--- src/hdl/esas_pkg.sv ---
`default_nettype none
// ----------------------------------------------------------------------------
// esas_pkg
// Shared types, constants and command codes for the exponential smoothing
// gain sweep: sample and error widths, lane divider constants and the
// command format that travels from the front end to the back end.
// ----------------------------------------------------------------------------
package esas_pkg;

   // Field widths fixed by the interface.
   localparam int SAMPLE_W   = 16;
   localparam int GAIN_STEPS = 9;
   localparam int GAIN_DEN   = GAIN_STEPS + 1;
   localparam int STEP_W     = 4;
   localparam int ERR_W      = 48;
   localparam logic [ERR_W-1:0] ERR_MAX = '1;

   // Default parameter values for the top level.
   localparam int DEF_WARMUP_LEN  = 5;
   localparam int DEF_MAX_SAMPLES = 1024;

   // Warmup sum width, wide enough for up to sixteen warmup samples.
   localparam int SUM_W = SAMPLE_W + 5;

   // Depth of the command queue between front end and back end.
   localparam int QUEUE_DEPTH = 4;

   // Lane divide-by-GAIN_DEN by reciprocal multiplication. The rounded
   // numerator magnitude stays below 2**LANE_N, and the extra LANE_S bits of
   // precision make the truncated product exact over that range.
   localparam int LANE_N = SAMPLE_W + $clog2(GAIN_DEN) + 1;
   localparam int LANE_S = LANE_N + $clog2(GAIN_DEN) + 1;
   localparam longint LANE_RECIP = ((longint'(1) << LANE_S) + GAIN_DEN - 1) / GAIN_DEN;

   // Command codes.
   typedef logic [1:0] cmd_kind_type;
   localparam cmd_kind_type CMD_ROW   = 2'd0;
   localparam cmd_kind_type CMD_SEED  = 2'd1;
   localparam cmd_kind_type CMD_SHORT = 2'd2;

   typedef logic signed [SAMPLE_W-1:0] sample_type;
   typedef logic [ERR_W-1:0] err_type;

   // One queued command: a row to smooth, a warmup sum to seed from, or the
   // closing row of a series that ended too early.
   typedef struct packed {
      cmd_kind_type            kind;
      logic signed [SUM_W-1:0] data;
      logic                    last;
   } cmd_type;

endpackage
`default_nettype wire

--- src/hdl/esas_queue.sv ---
`default_nettype none
// ----------------------------------------------------------------------------
// esas_queue
// Short first-in first-out queue of commands between the front end and the
// back end, so that each side can stall on its own.
// ----------------------------------------------------------------------------
module esas_queue
   import esas_pkg::*;
(
   input  logic    clock,
   input  logic    reset,
   input  logic    push_valid,
   input  cmd_type push_cmd,
   output logic    queue_full,
   output logic    pop_valid,
   output cmd_type pop_cmd,
   input  logic    pop_ready
);

   localparam int PTR_W = $clog2(QUEUE_DEPTH);
   localparam int CNT_W = $clog2(QUEUE_DEPTH + 1);

   cmd_type          slot_ff [QUEUE_DEPTH];
   logic [PTR_W-1:0] wr_ptr_ff, wr_ptr_in;
   logic [PTR_W-1:0] rd_ptr_ff, rd_ptr_in;
   logic [CNT_W-1:0] fill_ff, fill_in;
   logic             push_en;
   logic             pop_en;

   assign queue_full = (fill_ff == CNT_W'(QUEUE_DEPTH));
   assign pop_valid  = (fill_ff != '0);
   assign pop_cmd    = slot_ff[rd_ptr_ff];
   assign push_en    = push_valid && !queue_full;
   assign pop_en     = pop_valid && pop_ready;

   // Pointer and fill level update.
   always_comb begin
      wr_ptr_in = wr_ptr_ff;
      rd_ptr_in = rd_ptr_ff;
      fill_in   = fill_ff;
      if (push_en) begin
         wr_ptr_in = (wr_ptr_ff == PTR_W'(QUEUE_DEPTH - 1)) ? '0 : wr_ptr_ff + PTR_W'(1);
      end
      if (pop_en) begin
         rd_ptr_in = (rd_ptr_ff == PTR_W'(QUEUE_DEPTH - 1)) ? '0 : rd_ptr_ff + PTR_W'(1);
      end
      if (push_en && !pop_en) begin
         fill_in = fill_ff + CNT_W'(1);
      end else if (pop_en && !push_en) begin
         fill_in = fill_ff - CNT_W'(1);
      end
   end

   always_ff @(posedge clock) begin
      if (reset) begin
         wr_ptr_ff <= '0;
         rd_ptr_ff <= '0;
         fill_ff   <= '0;
      end else begin
         wr_ptr_ff <= wr_ptr_in;
         rd_ptr_ff <= rd_ptr_in;
         fill_ff   <= fill_in;
      end
   end

   // Queue storage.
   always_ff @(posedge clock) begin
      if (push_en) begin
         slot_ff[wr_ptr_ff] <= push_cmd;
      end
   end

endmodule
`default_nettype wire

--- config.mk ---
export PLATFORM = sky130hd
export DESIGN_NAME = esas_queue
export DESIGN_NICKNAME = d
export VERILOG_FILES = /design/src/hdl/esas_pkg.sv /design/src/hdl/esas_queue.sv
export SDC_FILE = /design/constraint.sdc
export NUM_CORES = 1
export LEC_CHECK = 0
export ABC_CLOCK_PERIOD_IN_PS = 2700
export BUFFER_PORTS_ARGS = -buffer_cell sky130_fd_sc_hd__buf_2
export CAP_MARGIN = 20
export CORE_MARGIN = 2
export CORE_UTILIZATION = 56
export CTS_CLUSTER_DIAMETER = 30
export DETAILED_ROUTE_END_ITERATION = 12
export HOLD_SLACK_MARGIN = 0.06
export PLACE_DENSITY = 0.8
export SLEW_MARGIN = 10
export SYNTH_ARGS = -nofsm -noshare
export SYNTH_HDL_FRONTEND = slang
export SYNTH_SLANG_ARGS = --single-unit
--- constraint.sdc ---
create_clock -name clock -period 2.7 [get_ports clock]
set_clock_uncertainty 0.2 [all_clocks]
set_input_delay 0.27 -clock clock [delete_from_list [all_inputs] [get_ports clock]]
set_output_delay 0.27 -clock clock [all_outputs]
set_load 0.01 [all_outputs]
# == After elaboration in Yosys (flattened, before gate mapping) ==
# Memory sizes are Yosys's and may differ from the RTL's. A register that Yosys moved wholly into a read port is not among the register bits.
# Cells that the tools add are included.
# word_totals
reg_bits,7
ram_bits,96
input_bits,28
output_inout_bits,26
wordCells,28
n_memories,1
# mem_list
name,depth,word_bits,read_ports,rd_ports_with_merged_regs,write_ports,line,rtl
slot_ff,4,24,1,1,1,esas_queue.sv:23,cmd_type slot_ff [QUEUE_DEPTH];
# op_classes
addsub,4
n_eq_ne,3
muxes,8
reduce_logical,9
# op_table
op,n
$mux 2,4
$mux 3,2
$add 2x1->2 const B,2
$eq 2x2->1 const B,2
$logic_and 1x1->1,4
$add 3x1->3 const B,1
$eq 3x3->1 const B,1
$logic_not 1->1,3
$reduce_bool 3->1,1
$sub 3x1->3 const B,1
$mux 1,2
$reduce_bool 2->1,1

# == Longest topological paths before layout ==
# logic_depth
ltp_word,7
mapped_depth,10
depth_no_buf,9

# == Least setup slack after synthesis ==
# No wires, ideal clock.
# synth_path
path_kind,reg2reg
from,reg fill_ff[0]
to,reg fill_ff[2]
setup_ps,70
arrival_time_ps,2115
required_ps,2430
path_slack_ps,314
stages_incl_launch_ff,11
n_path_buf,1
period_less_slack_ps,2386
cell_sequence,dfxtp_1 -> or3b_1 -> buf_6 -> clkinv_4 -> nor2_2 -> ha_1 -> inv_1 -> fa_1 -> xor2_1 -> or3_2 -> a21oi_1
# synth_between
elab_chain_cells,6
word_cells_on_any_way,14
cone_classes,add/sub: 2; eq/ne: 1; mux: 2; reduce/logical: 9
# synth_lines
element,line,rtl
start: declaration,esas_queue.sv:26,"logic [CNT_W-1:0] fill_ff, fill_in;"
start signal: assignment,esas_queue.sv:62,fill_ff <= fill_in;
$eq 3x3->1 *,esas_queue.sv:30,assign queue_full = (fill_ff == CNT_W'(QUEUE_DEPTH));
net queue_full,esas_queue.sv:14,"output logic queue_full,"
$logic_not 1->1 *,esas_queue.sv:33,assign push_en = push_valid && !queue_full;
$logic_and 1x1->1 *,esas_queue.sv:33,
net push_en,esas_queue.sv:27,logic push_en;
$logic_not 1->1,esas_queue.sv:49,end else if (pop_en && !push_en) begin
$logic_and 1x1->1,esas_queue.sv:49,
$reduce_bool 2->1 (no source line),n/a,
# Mark *: on every way through the listed nets, which the timed path passes. The rest lies on a longest branch. The select of a mux whose other input is x is not followed.
# A chain may end at the register's enable or synchronous reset.

# == Worst setup path after layout ==
# layout_path
from,reg fill_ff[0]
to,reg fill_ff[2]
# layout_between
elab_chain_cells,6
word_cells_on_any_way,14
cone_classes,add/sub: 2; eq/ne: 1; mux: 2; reduce/logical: 9
# layout_lines
element,line
$eq 3x3->1 *,esas_queue.sv:30
$logic_not 1->1 *,esas_queue.sv:33
$logic_and 1x1->1 *,esas_queue.sv:33
net push_en,esas_queue.sv:27
$logic_not 1->1,esas_queue.sv:49
$logic_and 1x1->1,esas_queue.sv:49
$reduce_bool 2->1 (no source line),n/a
# Marked as above.

==> impl_metrics.env <==
export IMPL_end_kind="register"
export IMPL_grt_overflow=0
export IMPL_timing_hold_ws_ns=0.1114
export IMPL_hp_class="in -> reg"
export IMPL_cts_buffers=9
export IMPL_viasPerCell=5.361
export IMPL_p_leak_nw=1.646
export IMPL_finalCriticalPeriod_ns=2.491
export IMPL_setup_tns_ns=0
export IMPL_worst_setup_path_type="reg -> reg"
export IMPL_placed_area_um2=4320
export IMPL_yosysWarnings=0
export IMPL_critPathRequiredTime_ns=2.77
export IMPL_power_density_nw_per_um2=799.5
export IMPL_drive_gt1_share_pct=39.39
export IMPL_clk_path_buf_depth=2
export IMPL_coreArea_um2=6832
export IMPL_start_kind="register"
export IMPL_grt_pass1_wl_um=9377
export IMPL_netlist_area_leader_share_pct=72.89
export IMPL_wl_per_cell_um=17.11
export IMPL_root_buffer="clkbuf_8"
export IMPL_clk_pin_slew_worst_paths_ns=0.08
export IMPL_seq_area_frac_synth_pct=77.44
export IMPL_avgSynthCellArea_um2=22.47
export IMPL_first_pass_iters=4
export IMPL_maxCapViolCount=0
export IMPL_ys_ff_latch=105
export IMPL_die_y_um=88.04
export IMPL_die_w_um=88.04
export IMPL_drt_iter0_markers=174
export IMPL_finalPower_w=0.003792
export IMPL_netlist_top_cells_area="edfxtp_1, mux4_2, dfxtp_1, ha_1, and3_2"
export IMPL_hold_path_startpoint="pop_ready"
export IMPL_fmax_mhz=401.4
export IMPL_clk_insertion_delay_late_ns=0.34
export IMPL_yosys_most_used_dff="edfxtp_1"
export IMPL_dieArea_um2=7751
export IMPL_finalWirelength_um=6159
export IMPL_synth_edf_count=96
export IMPL_drc=0
export IMPL_synth_distinct_cells=27
export IMPL_status="finished, final reports clean"
export IMPL_arrival_ns=2.57
export IMPL_vias=1930
export IMPL_setup_viol=0
export IMPL_antenna_found_initial=0
export IMPL_hold_violations=0
export IMPL_fillers=436
export IMPL_syn_area_um2=3955
export IMPL_syn_num_nets=211
export IMPL_synth_async_sr_flop_share_pct=0
export IMPL_track_usage_pct=16.94
export IMPL_cts_tree="yes"
export IMPL_slew_headroom_pct=56.56
export IMPL_portBuffers=53
export IMPL_syn_inst=176
export IMPL_rsz0062_at_grt="no"
export IMPL_htreeDepth=3
export IMPL_std_cell_rows=30
export IMPL_multi_input_area_um2=822.0
export IMPL_gp_congestion=0.6749
export IMPL_ir_worst_vdd_mv=0.5877
export IMPL_postRouteAntennaNets=0
export IMPL_area_delta_synth_final_pct=19.93
export IMPL_reg2regPathDepth=9
export IMPL_dpl_hpwl_um=3732
export IMPL_final_max_slew_viol_count=0
export IMPL_worstReg2RegStart="fill_ff[0]$_SDFFE_PP0P_"
export IMPL_crit_fanout=7
export IMPL_io_pins=54
export IMPL_nNetsFinal=295
export IMPL_period_share_pct=92.27
export IMPL_diodes=0
export IMPL_grt_start_max_net_pins=25
export IMPL_worstMarginPinSlew_ns=0.6516
export IMPL_postLayoutCellArea_um2=4743
export IMPL_initial_core_util_pct=57.89
export IMPL_clkSinkCount=105
export IMPL_crit_start="fill_ff[0]$_SDFFE_PP0P_"
export IMPL_synth_top_cell_by_area="edfxtp_1"
export IMPL_worstHoldPathCells=4
export IMPL_grt_pass1_vias=1928
export IMPL_regArea_um2=3064
## report_power, final
group / internal, W / leakage [nW] / switching [W]
Clock: 0.000324 / 0.0762 / 0.000477
Combinational: 0.000480 / 0.615 / 0.000449
Sequential: 0.00197 / 0.954 / 0.0000915
## metrics by stage
stage,worst slack [ns],cells,util [%]
final,0.2087,360,69.43
after global routing,0.01597,360,69.43
after CTS,0.06561,360,69.40
after detailed placement,0.1151,319,63.24
after global placement,0.2112,319,63.24
after floorplan,0.3144,176,-
## cells in the mapped netlist (2+ instances only)
cell and count:
inv_1 4, nor2_1 3, mux2i_1 2, mux4_2 24, and3_2 4, nand3_1 2, xor2_1 2, or3_2 2
ha_1 6, buf_2 3, edfxtp_1 96, o31ai_2 2, buf_4 2, dfxtp_1 9, a21oi_1 3
## flip-flops by register name, indices dropped and copies added, names as in the netlist, named ones only
signal and flops:
fill_ff 3, rd_ptr_ff 2, slot_ff 96, wr_ptr_ff 2
## kinds of logic after synthesis
logic type	Yosys count	synth area share [%]
flip-flops	105	77.44
multiplexers	26	14.17
AO/OA/AOI/OAI	7	1.265
adder cells (fa/ha/maj)	7	2.404
XOR/XNOR	2	0.4430
buffers and inverters	13	1.834
AND/OR/NAND/NOR	16	2.436
## placed cells by master, fill, tap and decap left out
cell type,n
ha_1,6
and3_2,4
o21ai_0,1
buf_2,53
nand2_1,1
nor2_1,3
clkinv_2,1
mux4_2,24
or3_2,2
o31ai_2,2
dfxtp_1,8
a21oi_1,3
clkbuf_8,9
clkinv_4,2
nor2_2,1
dfxtp_2,1
clkinvlp_4,2
buf_4,1
clkinv_1,2
inv_1,4
nor3_1,1
fa_1,1
o21ai_1,1
edfxtp_1,96
mux2i_1,2
or3_1,1
dlygate4sd3_1,26
xor2_1,2
or3b_4,1
buf_12,1
nand3_1,2
## worst paths after layout
kind                              to  slack [ns]
max          fill_ff[2]$_SDFFE_PP0P_        0.21
max reg2reg  fill_ff[2]$_SDFFE_PP0P_        0.21
min reg2reg                 register        0.32
min                         register        0.11
## critical path: stages, from the launching register on
cell	delay [ns]
dfxtp_1	0.45
or3b_4	0.22
clkinv_4	0.06
nor2_2	0.12
ha_1	0.20
inv_1	0.06
fa_1	0.39
xor2_1	0.18
or3_2	0.40
a21oi_1	0.15
## per-layer routing
| layer | GRT usage (%) | share of wire, % | vias up |
|---|---|---|---|
| li1 | - | - | 886 |
| met1 | 21.43 | 42 | 978 |
| met2 | 29.06 | 52 | 60 |
| met3 | 3.864 | 5.2 | 6 |
| met4 | 6.198 | 0.91 | 0 |
| met5 | 0 | 0 | - |
## cell type report
class                      instances  area share [%]
clock inverter                     6          0.7650
timing repair buffer              81           11.66
clock buffer                       9           2.611
inverter                           5          0.5012
multi-input combinational         58           17.33
sequential                       105           64.60
tap                               96           2.532
## what timing repair did
item                                    in CTS  in global routing
gates resized for setup                      0                  1
hold buffers                                26                  0
endpoints found under the setup margin       0                  1
setup buffers                                0                  0
endpoints found under the hold margin      105                  0
No activity file was read; power rests on OpenSTA's default activity.
