### src/hdl/esas_pkg.sv
`default_nettype none
// ----------------------------------------------------------------------------
// esas_pkg
// Shared types, constants and command codes for the exponential smoothing
// gain sweep: sample and error widths, lane divider constants and the
// command format that travels from the front end to the back end.
// ----------------------------------------------------------------------------
package esas_pkg;

   // Field widths fixed by the interface.
   localparam int SAMPLE_W   = 16;
   localparam int GAIN_STEPS = 9;
   localparam int GAIN_DEN   = GAIN_STEPS + 1;
   localparam int STEP_W     = 4;
   localparam int ERR_W      = 48;
   localparam logic [ERR_W-1:0] ERR_MAX = '1;

   // Default parameter values for the top level.
   localparam int DEF_WARMUP_LEN  = 5;
   localparam int DEF_MAX_SAMPLES = 1024;

   // Warmup sum width, wide enough for up to sixteen warmup samples.
   localparam int SUM_W = SAMPLE_W + 5;

   // Depth of the command queue between front end and back end.
   localparam int QUEUE_DEPTH = 4;

   // Lane divide-by-GAIN_DEN by reciprocal multiplication. The rounded
   // numerator magnitude stays below 2**LANE_N, and the extra LANE_S bits of
   // precision make the truncated product exact over that range.
   localparam int LANE_N = SAMPLE_W + $clog2(GAIN_DEN) + 1;
   localparam int LANE_S = LANE_N + $clog2(GAIN_DEN) + 1;
   localparam longint LANE_RECIP = ((longint'(1) << LANE_S) + GAIN_DEN - 1) / GAIN_DEN;

   // Command codes.
   typedef logic [1:0] cmd_kind_type;
   localparam cmd_kind_type CMD_ROW   = 2'd0;
   localparam cmd_kind_type CMD_SEED  = 2'd1;
   localparam cmd_kind_type CMD_SHORT = 2'd2;

   typedef logic signed [SAMPLE_W-1:0] sample_type;
   typedef logic [ERR_W-1:0] err_type;

   // One queued command: a row to smooth, a warmup sum to seed from, or the
   // closing row of a series that ended too early.
   typedef struct packed {
      cmd_kind_type            kind;
      logic signed [SUM_W-1:0] data;
      logic                    last;
   } cmd_type;

endpackage
`default_nettype wire

### src/hdl/esas_front.sv
`default_nettype none
// ----------------------------------------------------------------------------
// esas_front
// Input front end. Accepts samples, keeps the warmup buffer, running warmup
// sum and sample count, and turns each transaction into queued commands.
// When the warmup completes it holds off input and replays the buffer.
// ----------------------------------------------------------------------------
module esas_front
   import esas_pkg::*;
#(
   parameter int WARMUP_LEN  = DEF_WARMUP_LEN,
   parameter int MAX_SAMPLES = DEF_MAX_SAMPLES
) (
   input  logic       clock,
   input  logic       reset,
   input  logic       req_valid,
   output logic       req_stall,
   input  sample_type req_sample,
   input  logic       req_end_of_series,
   output logic       push_valid,
   output cmd_type    push_cmd,
   input  logic       queue_full
);

   localparam int CNT_LIMIT = (MAX_SAMPLES > WARMUP_LEN) ? MAX_SAMPLES : WARMUP_LEN;
   localparam int CNT_W     = $clog2(CNT_LIMIT + 1);
   localparam int IDX_W     = (WARMUP_LEN > 1) ? $clog2(WARMUP_LEN) : 1;
   localparam int FL_W      = $clog2(WARMUP_LEN + 1);

   logic [CNT_W-1:0]        count_ff, count_in;
   logic signed [SUM_W-1:0] sum_ff, sum_in;
   logic                    flush_ff, flush_in;
   logic [FL_W-1:0]         flush_idx_ff, flush_idx_in;
   logic                    flush_last_ff, flush_last_in;
   sample_type              buf_ff [WARMUP_LEN];

   logic                    accept;
   logic                    in_warmup;
   logic                    completes;
   logic                    buf_wr;
   logic signed [SUM_W-1:0] x_ext;
   logic [IDX_W-1:0]        wr_idx;
   logic [IDX_W-1:0]        rd_idx;
   sample_type              buf_rd;

   // Handshake and classification of the incoming sample.
   assign req_stall = flush_ff || queue_full;
   assign accept    = req_valid && !req_stall;
   assign in_warmup = count_ff < CNT_W'(WARMUP_LEN);
   assign completes = in_warmup && (count_ff == CNT_W'(WARMUP_LEN - 1));
   assign x_ext     = SUM_W'(req_sample);
   assign wr_idx    = count_ff[IDX_W-1:0];
   assign rd_idx    = IDX_W'(flush_idx_ff - FL_W'(1));
   assign buf_rd    = buf_ff[rd_idx];

   // Next state of the count, warmup sum and replay sequencer.
   always_comb begin
      count_in      = count_ff;
      sum_in        = sum_ff;
      flush_in      = flush_ff;
      flush_idx_in  = flush_idx_ff;
      flush_last_in = flush_last_ff;
      buf_wr        = 1'b0;
      if (accept) begin
         if (in_warmup) begin
            buf_wr = 1'b1;
            sum_in = (count_ff == '0) ? x_ext : sum_ff + x_ext;
            count_in = req_end_of_series ? '0 : count_ff + CNT_W'(1);
            if (completes) begin
               flush_in      = 1'b1;
               flush_idx_in  = '0;
               flush_last_in = req_end_of_series;
            end
         end else if (req_end_of_series) begin
            count_in = '0;
         end else if (count_ff != CNT_W'(CNT_LIMIT)) begin
            count_in = count_ff + CNT_W'(1);
         end
      end
      if (flush_ff && !queue_full) begin
         if (flush_idx_ff == FL_W'(WARMUP_LEN)) begin
            flush_in = 1'b0;
         end else begin
            flush_idx_in = flush_idx_ff + FL_W'(1);
         end
      end
   end

   // Command generation: the replay has priority, since it blocks input.
   always_comb begin
      push_valid    = 1'b0;
      push_cmd.kind = CMD_ROW;
      push_cmd.data = x_ext;
      push_cmd.last = req_end_of_series;
      if (flush_ff) begin
         push_valid = !queue_full;
         if (flush_idx_ff == '0) begin
            push_cmd.kind = CMD_SEED;
            push_cmd.data = sum_ff;
            push_cmd.last = 1'b0;
         end else begin
            push_cmd.kind = CMD_ROW;
            push_cmd.data = SUM_W'(buf_rd);
            push_cmd.last = flush_last_ff && (flush_idx_ff == FL_W'(WARMUP_LEN));
         end
      end else if (accept) begin
         if (!in_warmup) begin
            push_valid = 1'b1;
         end else if (!completes && req_end_of_series) begin
            push_valid    = 1'b1;
            push_cmd.kind = CMD_SHORT;
            push_cmd.data = '0;
         end
      end
   end

   // Control registers.
   always_ff @(posedge clock) begin
      if (reset) begin
         count_ff      <= '0;
         flush_ff      <= 1'b0;
         flush_idx_ff  <= '0;
         flush_last_ff <= 1'b0;
      end else begin
         count_ff      <= count_in;
         flush_ff      <= flush_in;
         flush_idx_ff  <= flush_idx_in;
         flush_last_ff <= flush_last_in;
      end
   end

   // Warmup sum and sample buffer.
   always_ff @(posedge clock) begin
      sum_ff <= sum_in;
      if (buf_wr) begin
         buf_ff[wr_idx] <= req_sample;
      end
   end

endmodule
`default_nettype wire

### config.mk
export PLATFORM = sky130hd
export DESIGN_NAME = esas_front
export DESIGN_NICKNAME = d
export VERILOG_FILES = /design/src/hdl/esas_pkg.sv /design/src/hdl/esas_front.sv
export SDC_FILE = /design/constraint.sdc
export NUM_CORES = 1
export LEC_CHECK = 0
export ABC_AREA = 1
export BUFFER_PORTS_ARGS = -buffer_cell sky130_fd_sc_hd__buf_2
export CAP_MARGIN = 20
export CORE_MARGIN = 2
export CORE_UTILIZATION = 40
export DETAILED_ROUTE_END_ITERATION = 10
export PLACE_DENSITY = 0.67
export SLEW_MARGIN = 5
export SYNTH_ARGS = -nofsm -noshare
export SYNTH_HDL_FRONTEND = slang
export SYNTH_SLANG_ARGS = --single-unit
export TNS_END_PERCENT = 30
### constraint.sdc
create_clock -name clock -period 3.7 [get_ports clock]
set_input_delay 0.185 -clock clock [delete_from_list [all_inputs] [get_ports clock]]
set_output_delay 0.185 -clock clock [all_outputs]
set_load 0.05 [all_outputs]
**Word-level counts from Yosys, hierarchy flattened**

Memory sizes are Yosys's and may differ from the RTL's.
Cells that the tools add are included.

- Memory bits (writable): 80
- Flip-flop bits (word level): 37
- ROM bits: 0
- Word-level logic and storage cells: 58
- Bits of input ports: 21
- Output and inout port bits: 26
- Memories kept: 1
- Latch bits: 0

- Divide/modulo/power cells: 0
- Reduce and logical (&&, ||, !) cells: 15
- Equality and inequality tests: 3
- Add/subtract/negate cells: 4
- Shifts and indexed selects: 0
- Bitwise gates (word level): 0
- Multiply operators: 0
- $lt $le $gt $ge: 1
- Muxes and demuxes: 29

Memory list:

| name | depth | width | rd ports | clocked after memory_dff | write ports | line | text |
|---|---|---|---|---|---|---|---|
| buf_ff | 5 | 16 | 1 | 0 | 1 | esas_front.sv:35 | `sample_type buf_ff [WARMUP_LEN];` |

Operator list:

| cell | number |
|---|---|
| $mux 23 | 5 |
| $mux 11 | 4 |
| $add 21x16->21 | 1 |
| $mux 21 | 1 |
| $mux 3 | 5 |
| $mux 1 | 14 |
| $add 11x1->11 const B | 1 |
| $eq 11x3->1 const B | 1 |
| $logic_not 11->1 | 1 |
| $lt 11x3->1 const B | 1 |
| $ne 11x11->1 const B | 1 |
| $logic_and 1x1->1 | 5 |
| $reduce_and 2->1 | 2 |
| $add 3x1->3 const B | 1 |
| $eq 3x3->1 const B | 1 |
| $logic_not 1->1 | 3 |
| $logic_not 3->1 | 1 |
| $reduce_and 3->1 | 1 |
| $reduce_bool 3->1 | 1 |
| $sub 3x1->3 const B | 1 |
| $logic_or 1x1->1 | 1 |

**Longest topological paths before layout**

Gate-level depths: netlist (run 1).

- Depth in word-level cells: 8
- Depth in mapped cells: 13
- Depth with buffers taken out: 13

**Worst setup path before layout (run 1)**

No wires, ideal clock.

- Path kind: flip-flop to flip-flop
- From: register count_ff[0]
- To: memory buf_ff[1][0] (netlist name), enable pin
- Setup time: 0.430 ns
- Period minus slack after synthesis: 3.434 ns
- Arrival: 3.004 ns
- Path buffers: 1
- Cell stages (with the launch flop): 9
- Data required time: 3.270 ns
- Slack: 0.266 ns
- Cell sequence: dfxtp_1 > buf_6 > clkinv_4 > nand2_4 > a21oi_2 > nand3_2 > nor2_4 > inv_1 > nor4_1

- Word-level cells in the longest chain between the ends: 5

Ends and longest elaborated chain:

| item | line | text |
|---|---|---|
| from (decl) | esas_front.sv:30 | `logic [CNT_W-1:0] count_ff, count_in;` |
| from (signal assigned) | esas_front.sv:125 | `count_ff <= count_in;` |
| $lt 11x3->1 | esas_front.sv:49 | `assign in_warmup = count_ff < CNT_W'(WARMUP_LEN);` |
| $mux 1 | esas_front.sv:65 | `if (in_warmup) begin` |
| $mux 1 | esas_front.sv:64 | `if (accept) begin` |
| via buf_wr | esas_front.sv:40 | `logic buf_wr;` |
| $mux 1 | esas_front.sv:135 | `if (buf_wr) begin` |
| $mux 1 (not written as such) | esas_front.sv:136 | `buf_ff[wr_idx] <= req_sample;` |
| to (decl) | esas_front.sv:35 |  |

The timed path passes the listed nets, and every way through them passes these cells.

==> flow_summary.yaml, run 1 <==
synth:
  synth_nets: 869
  synth-async-reset-ratio_pct: 0
  syn-cell-area_sq_mm: 0.00694
  synth_top_flop_cell: "edfxtp_1"
  synth_cell_types: 41
  ys_seq_area_share_pct: 48.3
  avgSynthCellArea_sq_um: 8.46
  synth-edff-count: 101
  syn_inst: 821
  synth_warnings: 0
  synth_seq_cells: 117
route:
  routed-via-count: 5699
  wire_per_inst_um: 15.5
  drt-total-wl_mm: 17.1
  route.detailed.drc: 0
  via_per_inst: 5.15
  drt_first_iter_violations: 547
  firstDrtPassIters: 5
  ant_nets: 0
min_path:
  min_path_type: "in -> reg"
  worstHoldStart: "req_sample[10]"
  min_path_cells: 1
  hold_end: "buf_ff[4][10]$_DFFE_PP_"
finish:
  finalCoreUtilization_pct: 46.5
  fin_nets: 916
  layout_commonest_cell: "nand2_1"
  instances_no_fill: 1106
  layout_common_cells: "nand2_1, nor2_1, edfxtp_1"
  drive_above_1_share_pct: 15.1
  area.growth.synth_to_final_pct: 14.6
  antenna_cells: 0
place:
  gp_congestion: 0.898
  pre_cts_ws_ns: 0.896
  dp_hpwl_mm: 12.0
  dp.cells: 1074
  place.port_buffers: 46
floorplan:
  die_w_um: 136
  ioPinCount: 47
  core-area_sq_mm: 0.0171
  fp.dieH_um: 136
  rows: 48
  die_area_sq_mm: 0.0184
  initial_core_util_pct: 40.6
sta:
  relSlewSlack_pct: 29.4
  setup_violations: 0
  setup_tns_ns: 0
  timing.fmax_mhz: 308
  hold_violations: 0
  rsz0062_at_grt: "no"
  final.setup_skew_ns: 0.00706
  tightest_slew_ns: 1.06
  min_period_over_period_pct: 87.8
  finalCriticalPeriod_ns: 3.25
  slew_violations: 0
  finalWorstSetupSlack_ns: 0.453
clocking:
  post_cts_buffers: 0
  tritoncts: "yes"
  cts_buffers: 17
  clockBufferDepth: 2
  cts_sinks: 117
  hold_buffers: 0
  clkLatencyLatePin_ns: 0.41
  clock_tree.root_cell: "clkbuf_16"
  cts_htree_levels: 4
  ctsResizeCount: 0
  clk_pin_slew_ns: 0.06
critical_path:
  startpoint_type: "flop"
  reg2reg_to: "buf_ff[2][11]$_DFFE_PP_"
  required_ns: 3.51
  endpoint_kind: "primary output"
  rrSetupSlack_ns: 1.30
  path_max_fanout: 30
  cp.arrival_ns: 3.06
  critical_path_class: "reg -> out"
  worstRegToRegCells: 9
  regToRegStartpoint: "count_ff[0]$_SDFFE_PP0P_"
pwr:
  p_leak_nw: 3.32
  peakVddDrop_mv: 0.339
  pwr_density_cell_mw_per_mm2: 445
run:
  drv_cap: 0
grt:
  grt_max_degree: 36
  grt.overflow.total: 0
  grt_first_pass_wirelength_mm: 27.6
  antenna_found_initial: 0
  grtUsageTotal_pct: 19.3
  grt_pass1_vias: 5285
status:
  status: "completed"
## kinds of logic (layout without fill, tap and decap cells)
| logic type | after synthesis | count (layout) | synth area share (%) |
|---|---|---|---|
| and+or+nand+nor | 463 | 463 | 29.7 |
| DFF | 117 | 117 | 48.3 |
| buffers and inverters | 99 | 159 | 6.36 |
| adders and majority gates | 27 | 27 | 4.97 |
| xor gates and xnor gates | 9 | 9 | 1.14 |
| AOI/OAI and AO/OA | 106 | 106 | 9.52 |
## power by group
part	switching, mW	internal [mW]
combinational	0.331	0.141
clock	0.581	0.989
sequential	0.0210	1.48
## state kept, by name, summed over array words and instances (netlist names)
register and flops:
flush_last_ff 1, buf_ff 80, sum_ff 21, count_ff 11, flush_idx_ff 3, flush_ff 1
## critical path: stages (launching register included)
cell      delay (ns)
dfxtp_1         0.35
inv_1           0.08
ha_1            0.32
inv_1           0.68
o21ai_0         0.27
o211ai_1        0.25
nand3_1         0.10
a21boi_0        0.18
nand2_1         0.14
buf_2           0.27
## synth_stat cells, types with 12 or more instances
cell type	instances	area, sq um
nand2_1	215	807
nor2_1	102	383
edfxtp_1	101	3030
nand3_1	80	400
inv_1	64	240
o21ai_0	43	215
ha_1	26	325
a21oi_1	24	120
o211ai_1	17	128
dfxtp_1	16	320
or2_0	14	87.6
buf_2	12	60.1
## worst max path at each step
stage                                           from                endpoint  slack, ns  cells past startpoint
after global placement    flush_idx_ff[1]$_SDFF_PP0_             push_cmd[8]       0.93                      9
after detailed placement  flush_idx_ff[1]$_SDFF_PP0_             push_cmd[8]       0.90                      9
final                     flush_idx_ff[1]$_SDFF_PP0_             push_cmd[1]       0.45                      9
after floorplan             count_ff[0]$_SDFFE_PP0P_  buf_ff[1][0]$_DFFE_PP_       0.27                      8
after global routing      flush_idx_ff[1]$_SDFF_PP0_             push_cmd[8]       0.21                      9
after CTS                 flush_idx_ff[1]$_SDFF_PP0_             push_cmd[8]       0.45                      9
## area by class of cell
type,count,area (sq um)
Inverter,72,275
Clock buffer,20,437
Fill cell,1653,9160
Sequential cell,117,3350
Tap cell,225,282
Clock inverter,12,131
Timing Repair Buffer,55,298
Multi-Input combinational cell,605,3180
## routing by layer
metal | GRT usage, % | vias to the layer above | part of all wire, %
met1 | 27.8 | 2649 | 49
met3 | 4.00 | 23 | 5.1
met4 | 5.73 | 0 | 1.9
met2 | 29.4 | 156 | 44
met5 | 0 | - | 0
li1 | - | 2871 | -
## through the flow
step	hold WS, ns	cell area (sq um)	total power, mW
2_1_floorplan	0.254	6940	1.86
3_3_place_gp	0.451	7380	1.99
3_5_place_dp	0.454	7380	2.00
4_1_cts	0.0639	7950	3.56
5_1_grt	0.0829	7950	3.68
6_report	0.0723	7950	3.54
(Power assumes the default switching activity.)
==> run 2, diff against run 1 <==
BUFFER_PORTS_ARGS = unset   (was -buffer_cell sky130_fd_sc_hd__buf_2)
DONT_BUFFER_PORTS = 1   (was unset)
PLACE_DENSITY = 0.64   (was 0.67)
==> flow_summary.yaml, run 2 (synthesized netlist as in run 1, its figures left out) <==
finish:
  instances_no_fill: 1103
  largest_register_ffs: 80
  antenna_cells: 0
  layout_common_cells: "nand2_1, nor2_1, edfxtp_1"
  drive_above_1_share_pct: 12.4
  fin_nets: 914
  area.growth.synth_to_final_pct: 21.0
  layout_commonest_cell: "nand2_1"
  design_area_sq_mm: 0.00840
  top_regs: "buf_ff: 80 flops, sum_ff: 21 flops, count_ff: 11 flops"
  regMostFlops: "buf_ff"
place:
  placed_area_sq_mm: 0.00759
  place.port_buffers: 0
  dp_hpwl_mm: 12.4
  gp_congestion: 0.883
  pre_cts_ws_ns: 1.01
  dp.cells: 1051
clocking:
  cts_buffers: 17
  cts_htree_levels: 4
  tritoncts: "yes"
  clkLatencyLatePin_ns: 0.42
  clk_pin_slew_ns: 0.05
  clock_tree.root_cell: "clkbuf_16"
  clockBufferDepth: 2
  cts_sinks: 117
sta:
  finalWorstSetupSlack_ns: 0.578
  setup_tns_ns: 0
  slew_violations: 0
  tightest_slew_ns: 1.04
  finalCriticalPeriod_ns: 3.12
  rsz0062_at_grt: "no"
  timing.fmax_mhz: 320
  relSlewSlack_pct: 31.0
  final.setup_skew_ns: 0.00843
  min_period_over_period_pct: 84.4
  hold_violations: 0
  setup_violations: 0
route:
  drt_first_iter_violations: 467
  drt-total-wl_mm: 19.0
  via_per_inst: 5.27
  route.detailed.drc: 0
  firstDrtPassIters: 5
  wire_per_inst_um: 17.2
  ant_nets: 0
  routed-via-count: 5816
pwr:
  p_leak_nw: 3.46
  peakVddDrop_mv: 0.343
  pwr_density_cell_mw_per_mm2: 442
  p_total_mw: 3.71
grt:
  grtUsageTotal_pct: 21.7
  grt_util_met3_pct: 4.12
  grt_first_pass_wirelength_mm: 30.4
  grt_pass1_vias: 5504
  grt_use_met2_pct: 33.1
  top_usage_layer: "met2"
  grtUsageMet1_pct: 31.0
  grt.overflow.total: 0
  grt_max_degree: 36
  antenna_found_initial: 0
run:
  drv_cap: 0
min_path:
  worstHoldStart: "reset"
  min_path_cells: 3
  hold_end: "flush_ff$_SDFF_PP0_"
  min_path_type: "in -> reg"
floorplan:
  die_w_um: 136
  ioPinCount: 47
  die_area_sq_mm: 0.0184
  initial_core_util_pct: 40.6
  fp.dieH_um: 136
  core-area_sq_mm: 0.0171
  rows: 48
critical_path:
  path_max_fanout: 30
  cp.arrival_ns: 2.94
  endpoint_kind: "primary output"
  startpoint_type: "flop"
  critical_path_class: "reg -> out"
  worstRegToRegCells: 8
  reg2reg_to: "count_ff[4]$_SDFFE_PP0P_"
  rrSetupSlack_ns: 1.25
  regToRegStartpoint: "count_ff[0]$_SDFFE_PP0P_"
  required_ns: 3.51
status:
  status: "completed"
==> run 2: routing by layer <==
layer	vias up	share of wire [%]
met5	-	0
met4	0	1.7
met3	24	6.4
met2	182	45
met1	2750	47
li1	2860	-
==> run 2: repair_timing <==
item                                   in CTS  in global routing
hold buffers                               20                  0
endpoints found under the hold margin     106                  0
resized for setup                           0                  0
setup buffers                               0                  0
==> run 2: through the flow <==
stage | hold slack, ns | utilization (%)
after floorplan | 0.254 | -
after global placement | 0.257 | 44.3
after detailed placement | 0.259 | 44.3
after CTS | 0.0103 | 49.0
after global routing | 0.0309 | 49.1
final | 0.0354 | 49.1
==> run 2: cell type report <==
cell class | instances | area (sq um)
Sequential cell | 117 | 3350
Clock inverter | 12 | 161
Clock buffer | 19 | 433
Timing Repair Buffer | 53 | 718
Inverter | 72 | 275
Tap cell | 225 | 282
Fill cell | 1581 | 8720
Multi-Input combinational cell | 605 | 3180
==> run 2: where the power goes <==
group	internal [mW]	total, mW	leakage (nW)	switching [mW]
Combinational	0.194	0.529	2.11	0.335
Sequential	1.48	1.50	1.05	0.0213
Clock	1.11	1.68	0.295	0.571
Total	2.78	3.71	3.46	0.927
==> run 2: worst max-delay path by stage <==
stage                                     from                      to  slack [ns]  depth (start not counted)
global placement    flush_idx_ff[1]$_SDFF_PP0_            push_cmd[14]        1.03                          9
finish              flush_idx_ff[1]$_SDFF_PP0_             push_cmd[7]        0.58                          9
detailed placement  flush_idx_ff[1]$_SDFF_PP0_            push_cmd[10]        1.01                          9
global route        flush_idx_ff[1]$_SDFF_PP0_            push_cmd[13]        0.30                          9
CTS                 flush_idx_ff[1]$_SDFF_PP0_            push_cmd[10]        0.55                          9
floorplan             count_ff[0]$_SDFFE_PP0P_  buf_ff[1][0]$_DFFE_PP_        0.27                          8
==> run 2: critical path, cell delays in order (launching register included) <==
cell      delay, ns
dfxtp_1        0.35
inv_1          0.09
ha_1           0.32
inv_1          0.69
o21ai_0        0.22
o211ai_1       0.32
nand3_1        0.11
a21boi_1       0.17
nand2_1        0.10
buf_12         0.14
